## config.mk

```make
export PLATFORM = sky130hd
export DESIGN_NAME = pce_front
export DESIGN_NICKNAME = d
export VERILOG_FILES = /design/src/sv/pearson_correlation_engine_defines.svh /design/src/sv/pce_pkg.sv /design/src/sv/pce_front.sv
export SDC_FILE = /design/constraint.sdc
export NUM_CORES = 2
export LEC_CHECK = 0
export BUFFER_PORTS_ARGS = -buffer_cell sky130_fd_sc_hd__buf_2
export CORE_AREA = 2 2 413 415
export DETAILED_ROUTE_END_ITERATION = 12
export DIE_AREA = 0 0 415 417
export RECOVER_POWER = 100
export SYNTH_ARGS = -nofsm -noshare
export SYNTH_HDL_FRONTEND = slang
export SYNTH_SLANG_ARGS = --single-unit
```

## constraint.sdc

```tcl
create_clock -name clk -period 10.85 [get_ports clk]
set_clock_uncertainty 0.05 [all_clocks]
set_input_delay 0.5425 -clock clk [delete_from_list [all_inputs] [get_ports clk]]
set_output_delay 0.5425 -clock clk [all_outputs]
set_load 0.01 [all_outputs]
```

## src/sv/pearson_correlation_engine_defines.svh

```systemverilog
// Assertion macros used by the correlation engine back end (pce_back).
`ifndef PEARSON_CORRELATION_ENGINE_DEFINES_SVH
`define PEARSON_CORRELATION_ENGINE_DEFINES_SVH
`ifndef SYNTHESIS
`define PCE_ASSERT(lbl, clk, rstn, prop, msg) \
    lbl: assert property (@(posedge clk) disable iff (!rstn) prop) else $error(msg);
`define PCE_NEVER(lbl, clk, rstn, expr, msg) \
    lbl: assert property (@(posedge clk) disable iff (!rstn) !(expr)) else $error(msg);
`else
`define PCE_ASSERT(lbl, clk, rstn, prop, msg)
`define PCE_NEVER(lbl, clk, rstn, expr, msg)
`endif
`endif

```

## src/sv/pce_pkg.sv

```systemverilog
`default_nettype none
package pce_pkg;
    localparam int DEF_MAX_SAMPLES   = 4096;
    localparam int DEF_SAMPLE_BITS   = 16;
    localparam int DEF_OUT_FRAC_BITS = 15;
    localparam int PORT_SAMPLE_W     = 16;
    localparam int RESULT_W          = 16;
    localparam int STATUS_W          = 2;
    localparam int QUEUE_DEPTH       = 2;

    localparam logic [STATUS_W-1:0] STATUS_OK       = 2'd0;
    localparam logic [STATUS_W-1:0] STATUS_ZERO_VAR = 2'd1;
    localparam logic [STATUS_W-1:0] STATUS_OVERFLOW = 2'd2;
endpackage
`default_nettype wire

```

## src/sv/pce_front.sv

```systemverilog
`default_nettype none
module pce_front #(
    parameter int MAX_SAMPLES = pce_pkg::DEF_MAX_SAMPLES,
    parameter int SAMPLE_BITS = pce_pkg::DEF_SAMPLE_BITS,
    parameter int CW          = 13,
    parameter int SUMW        = 28,
    parameter int PW          = 44
) (
    input  wire logic                                    clk,
    input  wire logic                                    rst_n,
    input  wire logic                                    accept,
    input  wire logic signed [pce_pkg::PORT_SAMPLE_W-1:0] x_sample,
    input  wire logic signed [pce_pkg::PORT_SAMPLE_W-1:0] y_sample,
    input  wire logic                                    last_pair,
    output logic                                         push,
    output logic [CW+2*SUMW+3*PW-1:0]                    push_data
);
    logic signed [SAMPLE_BITS-1:0]   xs, ys;
    logic signed [2*SAMPLE_BITS-1:0] xy, xx, yy;
    logic [CW-1:0]          cnt_reg, cnt_next;
    logic signed [SUMW-1:0] sx_reg, sy_reg, sx_next, sy_next;
    logic signed [PW-1:0]   sxy_reg, sxx_reg, syy_reg, sxy_next, sxx_next, syy_next;

    // Samples wider than the port are taken as plain positive values.
    generate
        if (SAMPLE_BITS <= pce_pkg::PORT_SAMPLE_W) begin : g_narrow
            assign xs = x_sample[SAMPLE_BITS-1:0];
            assign ys = y_sample[SAMPLE_BITS-1:0];
        end else begin : g_wide
            assign xs = {{(SAMPLE_BITS-pce_pkg::PORT_SAMPLE_W){1'b0}}, x_sample};
            assign ys = {{(SAMPLE_BITS-pce_pkg::PORT_SAMPLE_W){1'b0}}, y_sample};
        end
    endgenerate

    assign xy = xs * ys;
    assign xx = xs * xs;
    assign yy = ys * ys;

    always_comb
    begin
        cnt_next = cnt_reg;
        sx_next  = sx_reg;
        sy_next  = sy_reg;
        sxy_next = sxy_reg;
        sxx_next = sxx_reg;
        syy_next = syy_reg;
        if (cnt_reg < CW'(MAX_SAMPLES))
        begin
            cnt_next = cnt_reg + 1'b1;
            sx_next  = sx_reg + SUMW'(xs);
            sy_next  = sy_reg + SUMW'(ys);
            sxy_next = sxy_reg + PW'(xy);
            sxx_next = sxx_reg + PW'(xx);
            syy_next = syy_reg + PW'(yy);
        end
        else
        begin
            cnt_next = CW'(MAX_SAMPLES + 1);
        end
    end

    assign push      = accept && last_pair;
    assign push_data = {cnt_next, sx_next, sy_next, sxy_next, sxx_next, syy_next};

    always_ff @(posedge clk or negedge rst_n)
    begin
        if (!rst_n)
        begin
            cnt_reg <= '0;
            sx_reg  <= '0;
            sy_reg  <= '0;
            sxy_reg <= '0;
            sxx_reg <= '0;
            syy_reg <= '0;
        end
        else if (accept)
        begin
            if (last_pair)
            begin
                cnt_reg <= '0;
                sx_reg  <= '0;
                sy_reg  <= '0;
                sxy_reg <= '0;
                sxx_reg <= '0;
                syy_reg <= '0;
            end
            else
            begin
                cnt_reg <= cnt_next;
                sx_reg  <= sx_next;
                sy_reg  <= sy_next;
                sxy_reg <= sxy_next;
                sxx_reg <= sxx_next;
                syy_reg <= syy_next;
            end
        end
    end
endmodule
`default_nettype wire

```

Yosys cells after proc, flatten, opt, wreduce, memory -nomap -nowiden

Index checks and enable logic that the tools add are counted.

$lt $le $gt $ge: 1
Reduce and logical (&&, ||, !) cells: 1
Add/sub/neg operators: 6
Multiply operators: 3
Muxes and demuxes: 12

Operators with widths:

| operator                                            | number |
|---|---|
| 2-to-1 mux 44 bit                                   | 6 |
| adder 44 x 32 -> 44 bit                             | 3 |
| 2-to-1 mux 28 bit                                   | 4 |
| multiplier 16 x 16 -> 32 bit                        | 3 |
| adder 28 x 16 -> 28 bit                             | 2 |
| 2-to-1 mux 13 bit                                   | 2 |
| adder 13 x 1 -> 13 bit (second input constant)      | 1 |
| less-than comparator 13 bit (second input constant) | 1 |
| logical AND 1 bit                                   | 1 |

Output and inout bits: 202
Logic and storage cells: 29
Bits of input ports: 36
Register bits after elaboration: 201

Longest topological paths before layout

Depth in word-level cells: 4
Depth in mapped cells: 28
Depth with buffers taken out: 26

Least setup slack after synthesis

No wires, ideal clock.

Path type: input -> output
Start: input y_sample[1] in the netlist's numbering
End: output push_data[43]
Stages on the path: 25
Data required time: 10.257 ns
Data arrival time: 7.332 ns
Setup slack: 2.926 ns
Cells stage by stage: clkbuf_1 > clkbuf_1 > and2_1 > fa_1 > inv_1 > fa_1 > fa_1 > fa_1 > inv_1 > fa_1 > inv_1 > fa_1 > inv_1 > ha_1 > a21o_1 > a21o_1 > a21o_1 > a21oi_1 > nor2_1 > nor2_1 > o21ai_0 > a2111oi_4 > nor3_1 > xnor2_1 > mux2_2

Cells in the longest elaborated chain, start to end: 3

Ends and longest elaborated chain:

| element                      | RTL line        | text |
|---|---|---|
| from (decl)                  | pce_front.sv:13 | `input wire logic signed [pce_pkg::PORT_SAMPLE_W-1:0] y_sample,` |
| multiplier 16 x 16 -> 32 bit | pce_front.sv:37 | `assign yy = ys * ys;` |
| adder 44 x 32 -> 44 bit      | pce_front.sv:54 | `syy_next = syy_reg + PW'(yy);` |
| 2-to-1 mux 44 bit            | pce_front.sv:47 | `if (cnt_reg < CW'(MAX_SAMPLES))` |
| to (decl)                    | pce_front.sv:16 | `output logic [CW+2*SUMW+3*PW-1:0] push_data` |

Every way passes these cells.

Final worst setup path

Start: input y_sample[4] in the netlist's numbering
End: output push_data[42]

The elaborated chain is that of the path after synthesis.

==> insert_results.sql <==
INSERT INTO impl_metrics (metric_group, metric, value, unit) VALUES
('clock_tree', 'ctsRootBufferMaster', 'sky130_fd_sc_hd__clkbuf_16', ''),
('synthesis', 'yosys_warnings', '0', ''),
('run_status', 'violations', 'max-capacitance violations, max-slew violations', ''),
('synthesis', 'synthDistinctLibCells', '77', ''),
('synthesis', 'post_synth.cell_area_avg', '9.17', 'sq um'),
('worst_setup_path', 'reg2reg_from', 'cnt_reg[12]$_DFFE_PN0P_', ''),
('grt', 'grt_pass1_wl', '221', 'mm'),
('timing', 'fmax', '0.104', 'GHz'),
('placed_design', 'place_congestion', '0.896', ''),
('clock_tree', 'clkLatencyLatePin', '610', 'ps'),
('hold_path', 'hp-start', 'accept', ''),
('clock_tree', 'cts.repair_timing.setup_buffer_count', '0', ''),
('routing', 'firstDrtPassIters', '5', ''),
('flow_run', 'cap_violations', '11', ''),
('synthesis', 'synth.net_count', '6763', ''),
('placed_design', 'dp.cells', '7604', ''),
('final_layout', 'area.sequential', '5030', 'sq um'),
('routing', 'detail_route.wl_per_cell', '18.0', 'um'),
('grt', 'gr-usage-met1', '21.7', '%'),
('worst_setup_path', 'cp_common_cell', 'sky130_fd_sc_hd__fa_1', ''),
('placed_design', 'dpl.hpwl', '109', 'mm'),
('clock_tree', 'clock_path_buffers', '3', ''),
('final_layout', 'multiInputGateArea', '37900', 'sq um'),
('clock_tree', 'clkTransAtPathRegs', '50', 'ps'),
('worst_setup_path', 'crit_required', '10260', 'ps'),
('floorplanning', 'core-area', '169000', 'sq um'),
('grt', 'antenna_found_initial', '10', ''),
('clock_tree', 'numCtsBuffers', '34', ''),
('run_status', 'status', 'finished with violations', ''),
('floorplanning', 'design.portCount', '238', ''),
('grt', 'grtUsageMet3', '2.56', '%'),
('timing', 'setup_repair_after_global_routing_missed_its_margin', 'no', ''),
('grt', 'gr-usage-met2', '27.8', '%'),
('clock_tree', 'cts_hold_repair.buffers', '1', ''),
('final_layout', 'finish.net_count', '6893', ''),
('final_layout', 'insertedDiodeCount', '0', ''),
('timing', 'post-route-period-util', '88.9', '%'),
('grt', 'overall_routing_resource_usage', '16.4', '%'),
('timing', 'timing.final.hold_violations', '0', ''),
('grt', 'grt.overflow.total', '0', ''),
('routing', 'drtIter0Drc', '2012', ''),
('synthesis', 'register_area_share_after_synthesis', '10.4', '%'),
('floorplanning', 'rows', '151', ''),
('clock_tree', 'cts_resized', '0', ''),
('routing', 'detail-route-antenna-nets', '0', ''),
('worst_setup_path', 'critical_path.max_stage_delay', '1200', 'ps'),
('synthesis', 'postSynth.topFlopCell', 'sky130_fd_sc_hd__dfrtp_1', ''),
('routing', 'detail_route.wirelength', '138', 'mm'),
('grt', 'grt_start_max_net_pins', '89', ''),
('final_layout', 'syn_to_final_growth', '9.23', '%'),
('worst_setup_path', 'crit_path_max_fanout', '21', ''),
('clock_tree', 'cts-htree-levels', '2', ''),
('worst_setup_path', 'crit_slowest_cell', 'sky130_fd_sc_hd__a2111oi_0', ''),
('floorplanning', 'die_area', '173000', 'sq um'),
('routing', 'total_drc_errors_in_the_routed_layout', '0', ''),
('synthesis', 'cell_type_contributing_the_most_total_cell_area_after_synthesis', 'sky130_fd_sc_hd__fa_1', ''),
('timing', 'timing.final.max_slew_violations', '632', ''),
('synthesis', 'synth_edf_count', '0', ''),
('floorplanning', 'chipHeight', '417', 'um'),
('worst_setup_path', 'setup.worst_path.start_class', 'input port', ''),
('worst_setup_path', 'timing.critical_path.from', 'y_sample[4]', ''),
('clock_tree', 'cts_tree', 'built', ''),
('floorplanning', 'initial_core_util', '28.8', '%'),
('final_layout', 'postLayoutCellArea', '53000', 'sq um'),
('timing', 'maxSlewHeadroom', '-220', '%'),
('timing', 'period_needed', '9650', 'ps'),
('synthesis', 'yosysMostFrequentCell', 'sky130_fd_sc_hd__inv_1', ''),
('synthesis', 'syn-cell-area', '48500', 'sq um'),
('timing', 'report.final.setup_viol', '0', ''),
('clock_tree', 'cts_num_sinks', '201', ''),
('final_layout', 'filler_cell_count', '17700', '');
==> layout make-up <==
cell class                 instances  area share [%]
multi-input combinational       3620            71.6
clock inverter                    20           0.451
inverter                        1274            9.03
clock buffer                      42            1.74
sequential                       201            9.49
timing repair buffer             292            2.50
tap                             2218            5.23
==> worst max-delay path: cells and delay by family <==
| kind | cells | cell delay [ps] |
|---|---|---|
| fa+ha+maj | 7 | 3180 |
| simple gates | 5 | 1040 |
| compound gates | 6 | 2290 |
| xor+xnor | 1 | 160 |
| buf+inv | 6 | 1830 |
==> per-stage QoR <==
step / worst slack [ps] / hold slack, ps / util, %
global route: 838 / 406 / 31.5
floorplan: 2930 / 197 / -
CTS: 1970 / 378 / 31.7
finish: 1200 / 415 / 31.5
global placement: 2050 / 437 / 31.0
detailed placement: 2020 / 450 / 31.0
==> layout by cell type (no fill, tap or decap), drive strengths merged, types with 90 or more instances in the layout <==
cell type,count
ha,460
a21o,90
fa,974
and2,171
o21ai,289
buf,90
dfrtp,201
clkbuf,243
xnor2,141
nor2,148
nand2,607
a21oi,155
a22o,119
inv,1273
==> path summary, 6_finish.rpt <==
check	slack, ps	depth (start not counted)	end
setup / recovery	1200	25	push_data[42]
hold / removal	420	2	cnt_reg[6]$_DFFE_PN0P_
setup reg to reg	2460	4	sxx_reg[33]$_DFFE_PN0P_
hold reg to reg	460	2	sxx_reg[37]$_DFFE_PN0P_
max in group asynchronous	2400	4	sxy_reg[37]$_DFFE_PN0P_
min in group asynchronous	2150	2	syy_reg[10]$_DFFE_PN0P_
==> cells by family after synthesis <==
logic type / synth area share, %
AOI/OAI and AO/OA: 11.5
muxes: 0.711
DFF: 10.4
and+or+nand+nor: 10.1
xor gates and xnor gates: 3.93
buffers and inverters: 11.4
adders and majority gates: 52.0
==> routing by layer <==
layer,share of wire [%],vias up
met4,2.7,4
met3,5.0,135
met2,48,740
li1,-,16600
met1,44,18600
met5,0.012,-
Power is left out: the tool's default activity adds up to more than one toggle a clock period on the data nets, which glitch-free logic cannot reach.
