`config.mk`:
```
export PLATFORM = sky130hd
export DESIGN_NAME = pce_queue
export DESIGN_NICKNAME = d
export VERILOG_FILES = /design/src/sv/pearson_correlation_engine_defines.svh /design/src/sv/pce_pkg.sv /design/src/sv/pce_queue.sv
export SDC_FILE = /design/constraint.sdc
export NUM_CORES = 1
export LEC_CHECK = 0
export CORE_MARGIN = 1.5
export CORE_UTILIZATION = 57
export CTS_BUF_LIST = sky130_fd_sc_hd__clkbuf_16
export CTS_CLUSTER_DIAMETER = 80
export CTS_CLUSTER_SIZE = 16
export DETAILED_ROUTE_END_ITERATION = 12
export DONT_BUFFER_PORTS = 1
export GPL_TIMING_DRIVEN = 0
export PLACE_DENSITY = 0.7
export SYNTH_ARGS = -nofsm -noshare
export SYNTH_HDL_FRONTEND = slang
export SYNTH_SLANG_ARGS = --single-unit
```
`constraint.sdc`:
```
create_clock -name clk -period 1.5 [get_ports clk]
set_clock_uncertainty 0.1 [all_clocks]
set_input_delay 0.225 -clock clk [delete_from_list [all_inputs] [get_ports clk]]
set_output_delay 0.225 -clock clk [all_outputs]
set_load 0.005 [all_outputs]
```
`src/sv/pearson_correlation_engine_defines.svh`:
```
// Assertion macros used by the correlation engine back end (pce_back).
`ifndef PEARSON_CORRELATION_ENGINE_DEFINES_SVH
`define PEARSON_CORRELATION_ENGINE_DEFINES_SVH
`ifndef SYNTHESIS
`define PCE_ASSERT(lbl, clk, rstn, prop, msg) \
    lbl: assert property (@(posedge clk) disable iff (!rstn) prop) else $error(msg);
`define PCE_NEVER(lbl, clk, rstn, expr, msg) \
    lbl: assert property (@(posedge clk) disable iff (!rstn) !(expr)) else $error(msg);
`else
`define PCE_ASSERT(lbl, clk, rstn, prop, msg)
`define PCE_NEVER(lbl, clk, rstn, expr, msg)
`endif
`endif

```
`src/sv/pce_pkg.sv`:
```
`default_nettype none
package pce_pkg;
    localparam int DEF_MAX_SAMPLES   = 4096;
    localparam int DEF_SAMPLE_BITS   = 16;
    localparam int DEF_OUT_FRAC_BITS = 15;
    localparam int PORT_SAMPLE_W     = 16;
    localparam int RESULT_W          = 16;
    localparam int STATUS_W          = 2;
    localparam int QUEUE_DEPTH       = 2;

    localparam logic [STATUS_W-1:0] STATUS_OK       = 2'd0;
    localparam logic [STATUS_W-1:0] STATUS_ZERO_VAR = 2'd1;
    localparam logic [STATUS_W-1:0] STATUS_OVERFLOW = 2'd2;
endpackage
`default_nettype wire

```
`src/sv/pce_queue.sv`:
```
`default_nettype none
module pce_queue #(
    parameter int W = 8
) (
    input  wire logic         clk,
    input  wire logic         rst_n,
    input  wire logic         push,
    input  wire logic [W-1:0] push_data,
    input  wire logic         pop,
    output logic [W-1:0]      head,
    output logic              empty,
    output logic              full
);
    localparam int DEPTH = pce_pkg::QUEUE_DEPTH;
    localparam int PTRW  = (DEPTH > 1) ? $clog2(DEPTH) : 1;
    localparam int CNTW  = $clog2(DEPTH + 1);

    logic [W-1:0]    mem_reg [DEPTH];
    logic [PTRW-1:0] wr_reg, rd_reg;
    logic [CNTW-1:0] cnt_reg;

    assign head  = mem_reg[rd_reg];
    assign empty = (cnt_reg == '0);
    assign full  = (cnt_reg == CNTW'(DEPTH));

    always_ff @(posedge clk)
    begin
        if (push)
            mem_reg[wr_reg] <= push_data;
    end

    always_ff @(posedge clk or negedge rst_n)
    begin
        if (!rst_n)
        begin
            wr_reg  <= '0;
            rd_reg  <= '0;
            cnt_reg <= '0;
        end
        else
        begin
            if (push)
                wr_reg <= (wr_reg == PTRW'(DEPTH - 1)) ? '0 : wr_reg + 1'b1;
            if (pop)
                rd_reg <= (rd_reg == PTRW'(DEPTH - 1)) ? '0 : rd_reg + 1'b1;
            if (push && !pop)
                cnt_reg <= cnt_reg + 1'b1;
            else if (pop && !push)
                cnt_reg <= cnt_reg - 1'b1;
        end
    end
endmodule
`default_nettype wire

```
Word level (Yosys, flattened, before mapping)
Memory sizes are Yosys's and may differ from the RTL's.
Index checks and enable logic that the tools add are counted.
Storage, ports and cells
  bits in writable memories: 16
  logic and storage cells: 21
  memories: 1
  flip-flop bits (word level): 4
Memory list
  mem_reg: words 2, width 8, rd ports 1, clocked after Yosys merged registers in 0, wr ports 1, RTL line pce_queue.sv:18  | logic [W-1:0] mem_reg [DEPTH];
Cells by class
  equality and inequality tests: 1
  mux-type cells: 6
  reduce and logical (&&, ||, !) cells: 6
  add/sub/neg operators: 4
Operator list (number)
  $mux W1: 4
  $mux W2: 2
  $add A1 B1 Y1 const B: 2
  $add A2 B1 Y2 const B: 1
  $eq A2 B2 Y1 const B: 1
  $logic_and A1 B1 Y1: 2
  $logic_not A1 Y1: 2
  $logic_not A2 Y1: 1
  $reduce_bool A2 Y1: 1
  $sub A2 B1 Y2 const B: 1

Depth between registers and ports, before layout
Gate-level depths: netlist (run 1).
  word-level depth: 4
  depth in mapped cells: 5

Worst setup path before layout (run 1)
No wires, ideal clock.
  kind: register -> register
  start point: reg wr_reg
  end point: mem mem_reg[0][0] (enable)
  stages on the path, launching flop included: 2
  slack: 239 ps
  period minus slack after synthesis: 1261 ps
  required time: 1027 ps
  data arrival time: 788 ps
  library setup time: 373 ps
  buffers on the path: 0
  path through: dfrtp_1 -> nor2b_1
RTL lines
  start: declaration: RTL line pce_queue.sv:19  | logic [PTRW-1:0] wr_reg, rd_reg;
  start signal: assignment: RTL line pce_queue.sv:43  | wr_reg <= (wr_reg == PTRW'(DEPTH - 1)) ? '0 : wr_reg + 1'b1;
  end: declaration: RTL line pce_queue.sv:18
No word-level cell before the write port.

Worst setup path after layout (run 1)
  start point: reg rd_reg
  end point: out head[6]
Between the ends
  cells in the longest elaborated chain, start to end: 1
Ends and longest elaborated chain
  start: declaration: RTL line pce_queue.sv:19
  start signal: assignment: RTL line pce_queue.sv:45  | rd_reg <= (rd_reg == PTRW'(DEPTH - 1)) ? '0 : rd_reg + 1'b1;
  $mem_v2 Z2 W8
  end: declaration: RTL line pce_queue.sv:10  | output logic [W-1:0] head,
Every way passes these cells.

==> flow_metrics.py, run 1 <==
metrics = {
    "clock_tree": {
        "clockBufferDepth": 2,
        "cts_setup_buffers": 0,
        "htreeDepth": 1,
        "clock_sinks": 20,
        "clk_pin_slew_worst_paths_ns": 0.05,
        "cts_tree": "built",
        "clkLatencyLatePin_ns": 0.24,
        "cts_buffers": 3,
        "root_buffer": "clkbuf_16",
    },
    "hold_path": {
        "hold_path_end": "cnt_reg[0]",
        "worstHoldStart": "push",
        "hold_path_class": "in -> reg",
        "whs_path_depth": 2,
    },
    "die": {
        "die_y_um": 39.8,
        "row_count": 13,
        "start_util_pct": 60.0,
        "io_pins": 22,
        "dieArea_sq_um": 1580,
        "die_x_um": 39.8,
        "fp.coreArea_sq_um": 1280,
    },
    "layout": {
        "drive_gt1_share_pct": 25.0,
        "largest_reg_flops": 16,
        "nets": 70,
        "n_antenna_cell": 0,
        "area_growth_pct": 27.3,
        "fill_cells": 73,
        "fin_area_sq_um": 981,
    },
    "placement": {
        "placed_cell_area_sq_um": 790,
        "dpl.hpwl_um": 704,
        "port_buffers": 0,
        "gp_congestion": 0.515,
        "place_ws_ns": 0.0747,
    },
    "detailed_routing": {
        "via_per_inst": 5.24,
        "wl_per_cell_um": 15.9,
        "initialDrtViolationCount": 4,
        "ant_nets": 0,
        "first_pass_iters": 3,
        "drt-total-wl_um": 1130,
        "vias": 372,
        "drc": 0,
    },
    "logic_synthesis": {
        "synth_warnings": 0,
        "synth_nets": 54,
        "synth_top_area_share_pct": 62.3,
        "netlist_area_sq_um": 771,
        "post_synth_main_area_contributors": "edfxtp_1 62%, dfrtp_1 13%, mux2_2 12%",
        "yosysUniqueCellTypes": 12,
        "synthCells": 41,
        "avgSynthCellArea_sq_um": 18.8,
        "ys_ff_latch": 20,
        "yosysSeqAreaShare_pct": 75.3,
        "synth_top_area_cell": "edfxtp_1",
    },
    "sta": {
        "period_needed_ns": 1.40,
        "hold_viol_final": 0,
        "rsz0062_at_grt": "no",
        "setup_violations": 0,
        "min_period_over_period_pct": 93.6,
        "maxSlewViolCount": 0,
        "tns_ns": 0,
        "tightestPinTransition_ns": 0.415,
        "max_slew_margin_pct": 72.2,
        "fin_ws_ns": 0.0958,
        "fmax_ghz": 0.712,
    },
    "setup_path": {
        "ff2ff_path_depth": 1,
        "path_cells": "buf_6 > mux2_2",
        "cp_data_required_time_ns": 1.17,
        "worstSetupPathType": "reg -> out",
        "start_kind": "register",
        "rrSetupSlack_ns": 0.28,
        "r2r-end": "mem_reg[0][5]",
        "cp_slowest_cell": "mux2_2",
        "cp.arrival_ns": 1.08,
        "cp-end-kind": "primary output",
        "cp_max_fo": 9,
        "cpPeakStageDelay_ns": 0.35,
        "crit_start": "rd_reg",
        "r2r_start": "wr_reg",
    },
    "power_and_ir_drop": {
        "switching_share_pct": 24.6,
        "power.switching_mw": 0.430,
        "p_comb_share_pct": 22.6,
        "p_leak_nw": 0.368,
        "max-vdd-ir-drop_uv": 1080,
        "clockPowerShare_pct": 30.0,
        "power_density_nw_per_um2": 1780,
        "internal-power_mw": 1.32,
        "p_seq_share_pct": 47.4,
    },
    "grt": {
        "grt_max_degree": 12,
        "grt_pass1_vias": 418,
        "grt_pass1_wl_um": 1780,
        "grt_overflow": 0,
        "grtUsageTotal_pct": 19.0,
        "antenna_found_initial": 0,
    },
    "job": {
        "drv_cap": 0,
    },
    "run_status": {
        "status": "finished, final reports clean",
    },
}
## cell usage after synthesis (all sizes together)
cell and instances:
xnor2 1, xor2 4, ha 1, nor2 2
edfxtp 16, buf 1, dfrtp 4, and2 1
inv 1, and2b 1, mux2 8, nor2b 1
## per-stage QoR
stage	std cells	util (%)	power [mW]	hold WS, ns
2_1_floorplan	41	-	1.13	-0.171
3_3_place_gp	56	61.4	1.18	-0.171
3_5_place_dp	56	61.4	1.20	-0.171
4_1_cts	71	76.1	1.75	0.127
5_1_grt	71	76.3	1.83	0.157
6_report	71	76.3	1.75	0.128
## metal layers
layer | GRT usage [%] | part of all wire (%) | wire [um]
met1 | 22.7 | 41 | 462
met2 | 30.7 | 53 | 594
met3 | 5.11 | 4.6 | 52
met4 | 10.3 | 2.0 | 23
met5 | 0 | 0 | 0
## layout make-up
type	count	area (sq um)	area share, %
inverters	1	3.75	0.383
flip-flops and latches	20	581	59.2
well taps	15	18.8	1.91
clock inverters	1	3.75	0.383
repair buffers	11	110	11.2
clock buffers	3	75.1	7.65
multi-input cells	19	178	18.1
plain buffers	1	11.3	1.15
## kinds of logic (layout without fill, tap and decap cells)
group | Yosys count | after routing | share of synthesized area, %
DFF | 20 | 20 | 75.3
xor gates and xnor gates | 5 | 5 | 5.68
and+or+nand+nor | 5 | 5 | 3.74
adders and majority gates | 1 | 1 | 1.62
buffers and inverters | 2 | 17 | 1.95
muxes | 8 | 8 | 11.7
## critical path, delay by kind of cell, from the launching register on
kind | cells | cell delay [ns]
buffers and inverters | 1 | 0.14
multiplexers | 1 | 0.35
flip-flops | 1 | 0.34
## how the worst max path moves through the flow
| stage | end | slack, ns | cells after the start |
|---|---|---|---|
| 2_1_floorplan | mem_reg[0][0] | 0.24 | 1 |
| 3_3_place_gp | mem_reg[0][7] | 0.10 | 1 |
| 3_5_place_dp | mem_reg[0][7] | 0.07 | 1 |
| 4_1_cts | mem_reg[0][5] | 0.06 | 1 |
| 5_1_grt | head[4] | 0.06 | 2 |
| 6_report | head[6] | 0.1 | 2 |
## power groups by stage
stage	sequential, mW	combinational (mW)	clock, mW
global route	0.842	0.434	0.556
CTS	0.824	0.397	0.526
finish	0.827	0.395	0.524
floorplan	0.815	0.314	0
global placement	0.822	0.356	0
detailed placement	0.833	0.366	0
## repair_timing
action	4_1_cts	5_1_grt
hold buffers	11	0
endpoints found under the hold margin	22	0
gates resized for setup	0	1
setup endpoints to repair	0	8
## placed cells by master, fill, tap and decap left out
cell type	instances
edfxtp_1	16
dlygate4sd3_1	11
mux2_2	8
xor2_1	4
dfrtp_1	4
clkbuf_16	3
nor2_1	2
inv_1	1
buf_6	1
and2b_2	1
and2_1	1
nor2b_2	1
xnor2_1	1
ha_1	1
clkinv_1	1
No activity file was read; power rests on OpenSTA's default activity.
==> run 2, diff against run 1 <==
--- a/config.mk
+++ b/config.mk
@@ -5,15 +5,15 @@
 export SDC_FILE = /design/constraint.sdc
 export NUM_CORES = 1
 export LEC_CHECK = 0
-export CORE_MARGIN = 1.5
-export CORE_UTILIZATION = 57
+export CORE_MARGIN = 1
+export CORE_UTILIZATION = 55
 export CTS_BUF_LIST = sky130_fd_sc_hd__clkbuf_16
 export CTS_CLUSTER_DIAMETER = 80
 export CTS_CLUSTER_SIZE = 16
 export DETAILED_ROUTE_END_ITERATION = 12
 export DONT_BUFFER_PORTS = 1
 export GPL_TIMING_DRIVEN = 0
-export PLACE_DENSITY = 0.7
+export PLACE_DENSITY = 0.68
 export SYNTH_ARGS = -nofsm -noshare
 export SYNTH_HDL_FRONTEND = slang
 export SYNTH_SLANG_ARGS = --single-unit
==> run 2 against run 1 <==
Fmax fell by 2.4%. Die area fell by 1.7%. Sequential share of layout area fell by 1.4 points. Critical endpoint is now mem_reg[0][0]. Largest power group unchanged.
==> flow_metrics.py, run 2 (synthesized netlist as in run 1, its figures left out) <==
metrics = {
    "run_status": {
        "status": "finished, final reports clean",
    },
    "setup_path": {
        "worstSetupPathType": "reg -> reg",
        "cp-end-kind": "register",
        "cp.arrival_ns": 1.22,
        "cp_max_fo": 8,
        "start_kind": "register",
        "cpPeakStageDelay_ns": 0.56,
        "cp_data_required_time_ns": 1.28,
        "path_buf_inv": 0,
        "cp_slowest_cell": "nor2b_1",
        "path_cells": "nor2b_1",
        "crit_family": "simple AND/OR/NAND/NOR gates",
    },
    "sta": {
        "hold_viol_final": 0,
        "max_slew_margin_pct": 54.2,
        "tightestPinTransition_ns": 0.686,
        "fmax_ghz": 0.695,
        "rsz0062_at_grt": "no",
        "setup_violations": 0,
        "tns_ns": 0,
        "fin_hold_ws_ns": 0.130,
        "period_needed_ns": 1.44,
        "min_period_over_period_pct": 96.0,
        "maxSlewViolCount": 0,
    },
    "layout": {
        "drive_gt1_share_pct": 25.0,
        "fill_cells": 70,
        "n_antenna_cell": 0,
        "final_common_cell": "edfxtp_1",
        "layout_common_cells": "16 x edfxtp_1, 11 x dlygate4sd3_1, 8 x mux2_2",
        "largest_reg_flops": 16,
        "regArea_sq_um": 581,
        "nets": 70,
        "multi_input_area_sq_um": 175,
        "area_growth_pct": 30.4,
    },
    "die": {
        "fp.coreArea_sq_um": 1300,
        "start_util_pct": 59.2,
        "die_x_um": 39.4,
        "die_y_um": 39.4,
        "dieArea_sq_um": 1560,
        "row_count": 13,
        "io_pins": 22,
    },
    "clock_tree": {
        "htreeDepth": 1,
        "cts_setup_buffers": 0,
        "ctsResizeCount": 0,
        "clockBufferDepth": 2,
        "ctsHoldBuffers": 11,
        "clk_pin_slew_worst_paths_ns": 0.05,
        "clkLatencyLatePin_ns": 0.25,
        "cts_buffers": 3,
        "clock_sinks": 20,
        "cts_tree": "built",
        "root_buffer": "clkbuf_16",
    },
    "placement": {
        "gp_congestion": 0.637,
        "port_buffers": 0,
        "dpl.hpwl_um": 738,
    },
    "detailed_routing": {
        "first_pass_iters": 2,
        "drc": 0,
        "ant_nets": 0,
        "via_per_inst": 5.51,
        "drt-total-wl_um": 1330,
        "initialDrtViolationCount": 8,
        "wl_per_cell_um": 18.7,
        "vias": 391,
    },
    "power_and_ir_drop": {
        "p_comb_share_pct": 20.6,
        "max-vdd-ir-drop_uv": 1560,
        "power_density_nw_per_um2": 1950,
        "p_seq_share_pct": 42.7,
        "internal-power_mw": 1.49,
        "power_mw": 1.95,
        "p_leak_nw": 0.379,
        "clockPowerShare_pct": 36.7,
        "power.switching_mw": 0.465,
        "switching_share_pct": 23.8,
    },
    "job": {
        "drv_cap": 0,
    },
    "grt": {
        "grtUsageTotal_pct": 21.9,
        "grt_pass1_vias": 409,
        "grt_overflow": 0,
        "grt_pass1_wl_um": 1950,
        "antenna_found_initial": 0,
        "grt_max_degree": 13,
    },
    "hold_path": {
        "hold_path_class": "in -> reg",
    },
}
[run 2: per-stage QoR]
stage          utilization (%)  instance area [sq um]  cells  setup WS, ns
2_1_floorplan                -                    771     41         0.239
3_3_place_gp              60.7                    790     56         0.113
3_5_place_dp              60.7                    790     56        0.0495
4_1_cts                   77.2                   1000     71        0.0421
5_1_grt                   77.2                   1000     71        0.0235
6_report                  77.2                   1000     71        0.0607
[run 2: layout make-up]
| type | count | area share (%) |
|---|---|---|
| Buffer | 1 | 1.12 |
| Multi-Input combinational cell | 19 | 17.4 |
| Timing Repair Buffer | 11 | 11.0 |
| Clock inverter | 1 | 2.99 |
| Clock buffer | 3 | 7.47 |
| Tap cell | 15 | 1.87 |
| Sequential cell | 20 | 57.8 |
| Inverter | 1 | 0.374 |
[run 2: power by group through the flow]
stage / sequential, mW / clock [mW] / combinational (mW)
2_1_floorplan: 0.815 / 0 / 0.314
3_3_place_gp: 0.822 / 0 / 0.354
3_5_place_dp: 0.838 / 0 / 0.367
4_1_cts: 0.827 / 0.720 / 0.398
5_1_grt: 0.845 / 0.747 / 0.429
6_report: 0.834 / 0.718 / 0.402
[run 2: final timing paths]
| kind | start | end | slack, ns | cells past startpoint |
|---|---|---|---|---|
| max | wr_reg | mem_reg[0][0] | 0.06 | 1 |
| min | push | cnt_reg[0] | 0.13 | 2 |
| max reg2reg | wr_reg | mem_reg[0][0] | 0.06 | 1 |
| min reg2reg | wr_reg | wr_reg | 0.42 | 1 |
| max in group asynchronous | rst_n | rd_reg | 0.99 | 1 |
| min in group asynchronous | rst_n | cnt_reg[0] | 0.14 | 1 |
[run 2: routing by layer]
layer / part of all wire (%) / up-vias / track usage [%]
met2: 55 / 15 / 37.3
met4: 2.1 / 0 / 12.9
li1: - / 178 / -
met3: 7.0 / 3 / 9.09
met1: 36 / 195 / 21.8
met5: 0 / - / 0
==> run 3, diff against run 2 <==
--- a/config.mk
+++ b/config.mk
@@ -13,7 +13,9 @@
 export DETAILED_ROUTE_END_ITERATION = 12
 export DONT_BUFFER_PORTS = 1
 export GPL_TIMING_DRIVEN = 0
+export HOLD_SLACK_MARGIN = 0.15
 export PLACE_DENSITY = 0.68
+export RECOVER_POWER = 100
 export SYNTH_ARGS = -nofsm -noshare
 export SYNTH_HDL_FRONTEND = slang
 export SYNTH_SLANG_ARGS = --single-unit
==> run 3 against run 2 <==
Flip-flop and latch count unchanged. Non-clock buffer count increased by 1. Largest cell class unchanged. Global-route usage increased by 0.34 points. Routed wire length decreased by 0.45%. Die area unchanged.
==> flow_metrics.py, run 3 (synthesized netlist as in run 1, its figures left out) <==
metrics = {
    "power_and_ir_drop": {
        "max-vdd-ir-drop_uv": 1480,
        "p_leak_nw": 0.380,
        "power_mw": 1.94,
        "power_density_nw_per_um2": 1920,
    },
    "setup_path": {
        "cp.depth": 2,
        "worstSetupPathType": "reg -> out",
        "cp.arrival_ns": 1.13,
        "cp_slowest_cell": "mux2_2",
        "cpPeakStageDelay_ns": 0.37,
        "start_kind": "register",
        "crit_family": "multiplexers",
        "path_buf_inv": 1,
        "cp_data_required_time_ns": 1.17,
        "ff2ff_path_depth": 1,
        "path_cells": "buf_4 > mux2_2",
        "cp_max_fo": 9,
        "cp-end-kind": "primary output",
    },
    "clock_tree": {
        "htreeDepth": 1,
        "clockBufferDepth": 2,
        "cts_tree": "built",
        "cts_buffers": 3,
        "clk_pin_slew_worst_paths_ns": 0.05,
        "root_buffer": "clkbuf_16",
        "cts_setup_buffers": 0,
        "clkLatencyLatePin_ns": 0.25,
        "clock_sinks": 20,
    },
    "layout": {
        "fin_area_sq_um": 1010,
        "layout_common_cells": "16 x edfxtp_1, 12 x dlygate4sd3_1, 7 x mux2_2",
        "drive_gt1_share_pct": 24.6,
        "stdcell_count": 72,
        "n_antenna_cell": 0,
        "final_common_cell": "edfxtp_1",
        "largest_reg_flops": 16,
        "area_growth_pct": 31.5,
        "fill_cells": 66,
        "final_util_pct": 77.9,
        "nets": 71,
    },
    "die": {
        "io_pins": 22,
        "dieArea_sq_um": 1560,
        "fp.coreArea_sq_um": 1300,
        "start_util_pct": 59.2,
        "die_y_um": 39.4,
        "die_x_um": 39.4,
        "row_count": 13,
    },
    "grt": {
        "grt_max_degree": 13,
        "grt_pass1_wl_um": 1970,
        "antenna_found_initial": 0,
        "grt_overflow": 0,
        "grt_pass1_vias": 418,
        "grtUsageTotal_pct": 22.2,
    },
    "sta": {
        "tns_ns": 0,
        "hold_viol_final": 0,
        "fmax_ghz": 0.689,
        "period_needed_ns": 1.45,
        "rsz0062_at_grt": "no",
        "max_slew_margin_pct": 53.7,
        "tightestPinTransition_ns": 0.694,
        "maxSlewViolCount": 0,
        "min_period_over_period_pct": 96.8,
        "setup_violations": 0,
    },
    "detailed_routing": {
        "first_pass_iters": 4,
        "via_per_inst": 5.75,
        "drc": 0,
        "ant_nets": 0,
        "initialDrtViolationCount": 8,
        "wl_per_cell_um": 18.4,
        "drt-total-wl_um": 1320,
        "vias": 414,
    },
    "placement": {
        "placed_cell_area_sq_um": 790,
        "port_buffers": 0,
        "dpl.hpwl_um": 738,
        "dp.cells": 56,
        "gp_congestion": 0.637,
    },
    "hold_path": {
        "whs_path_depth": 3,
        "hold_path_class": "in -> reg",
    },
    "job": {
        "drv_cap": 0,
    },
    "run_status": {
        "status": "finished, final reports clean",
    },
}
run 3: layout make-up:
class	count	area, sq um	share of cell area, %
flip-flops and latches	20	581	57.3
multi-input cells	19	178	17.5
clock buffers	3	75.1	7.41
clock inverters	1	30.0	2.96
plain buffers	1	7.51	0.741
repair buffers	12	120	11.9
inverters	1	3.75	0.370
well taps	15	18.8	1.85
run 3: worst paths after layout:
| kind | end | start | slack [ns] |
|---|---|---|---|
| hold reg to reg | wr_reg | wr_reg | 0.40 |
| hold / removal | cnt_reg[0] | pop | 0.19 |
| setup reg to reg | mem_reg[0][0] | wr_reg | 0.07 |
| min in group asynchronous | cnt_reg[1] | rst_n | 0.69 |
| max in group asynchronous | rd_reg | rst_n | 0.44 |
| setup / recovery | head[5] | rd_reg | 0.05 |
run 3: routing by layer:
layer / share of wire, % / routed length [um] / vias up / track usage (%)
met5: 0 / 0 / - / 0
met4: 2.0 / 27 / 0 / 12.9
met3: 7.3 / 97 / 5 / 8.52
met2: 54 / 713 / 19 / 38.5
met1: 37 / 484 / 209 / 22.1
li1: - / - / 181 / -
run 3: stage by stage:
stage	setup WS, ns	hold WS, ns
2_1_floorplan	0.239	-0.171
3_3_place_gp	0.113	-0.171
3_5_place_dp	0.0495	-0.171
4_1_cts	0.0421	0.161
5_1_grt	0.0176	0.188
6_report	0.0476	0.185
run 3: repair_timing:
item | CTS | global route
setup endpoints to repair | 0 | 1
hold endpoints to repair | 23 | 0
hold buffers | 12 | 0
resized for setup | 0 | 1
run 3: worst min-delay path, cell delays in order:
cell	delay, ns
inv_1	0.05
ha_2	0.16
xnor2_1	0.06
run 3: where the power goes:
group / internal, mW / switching, mW
combinational: 0.193 / 0.201
clock: 0.529 / 0.193
sequential: 0.758 / 0.0693
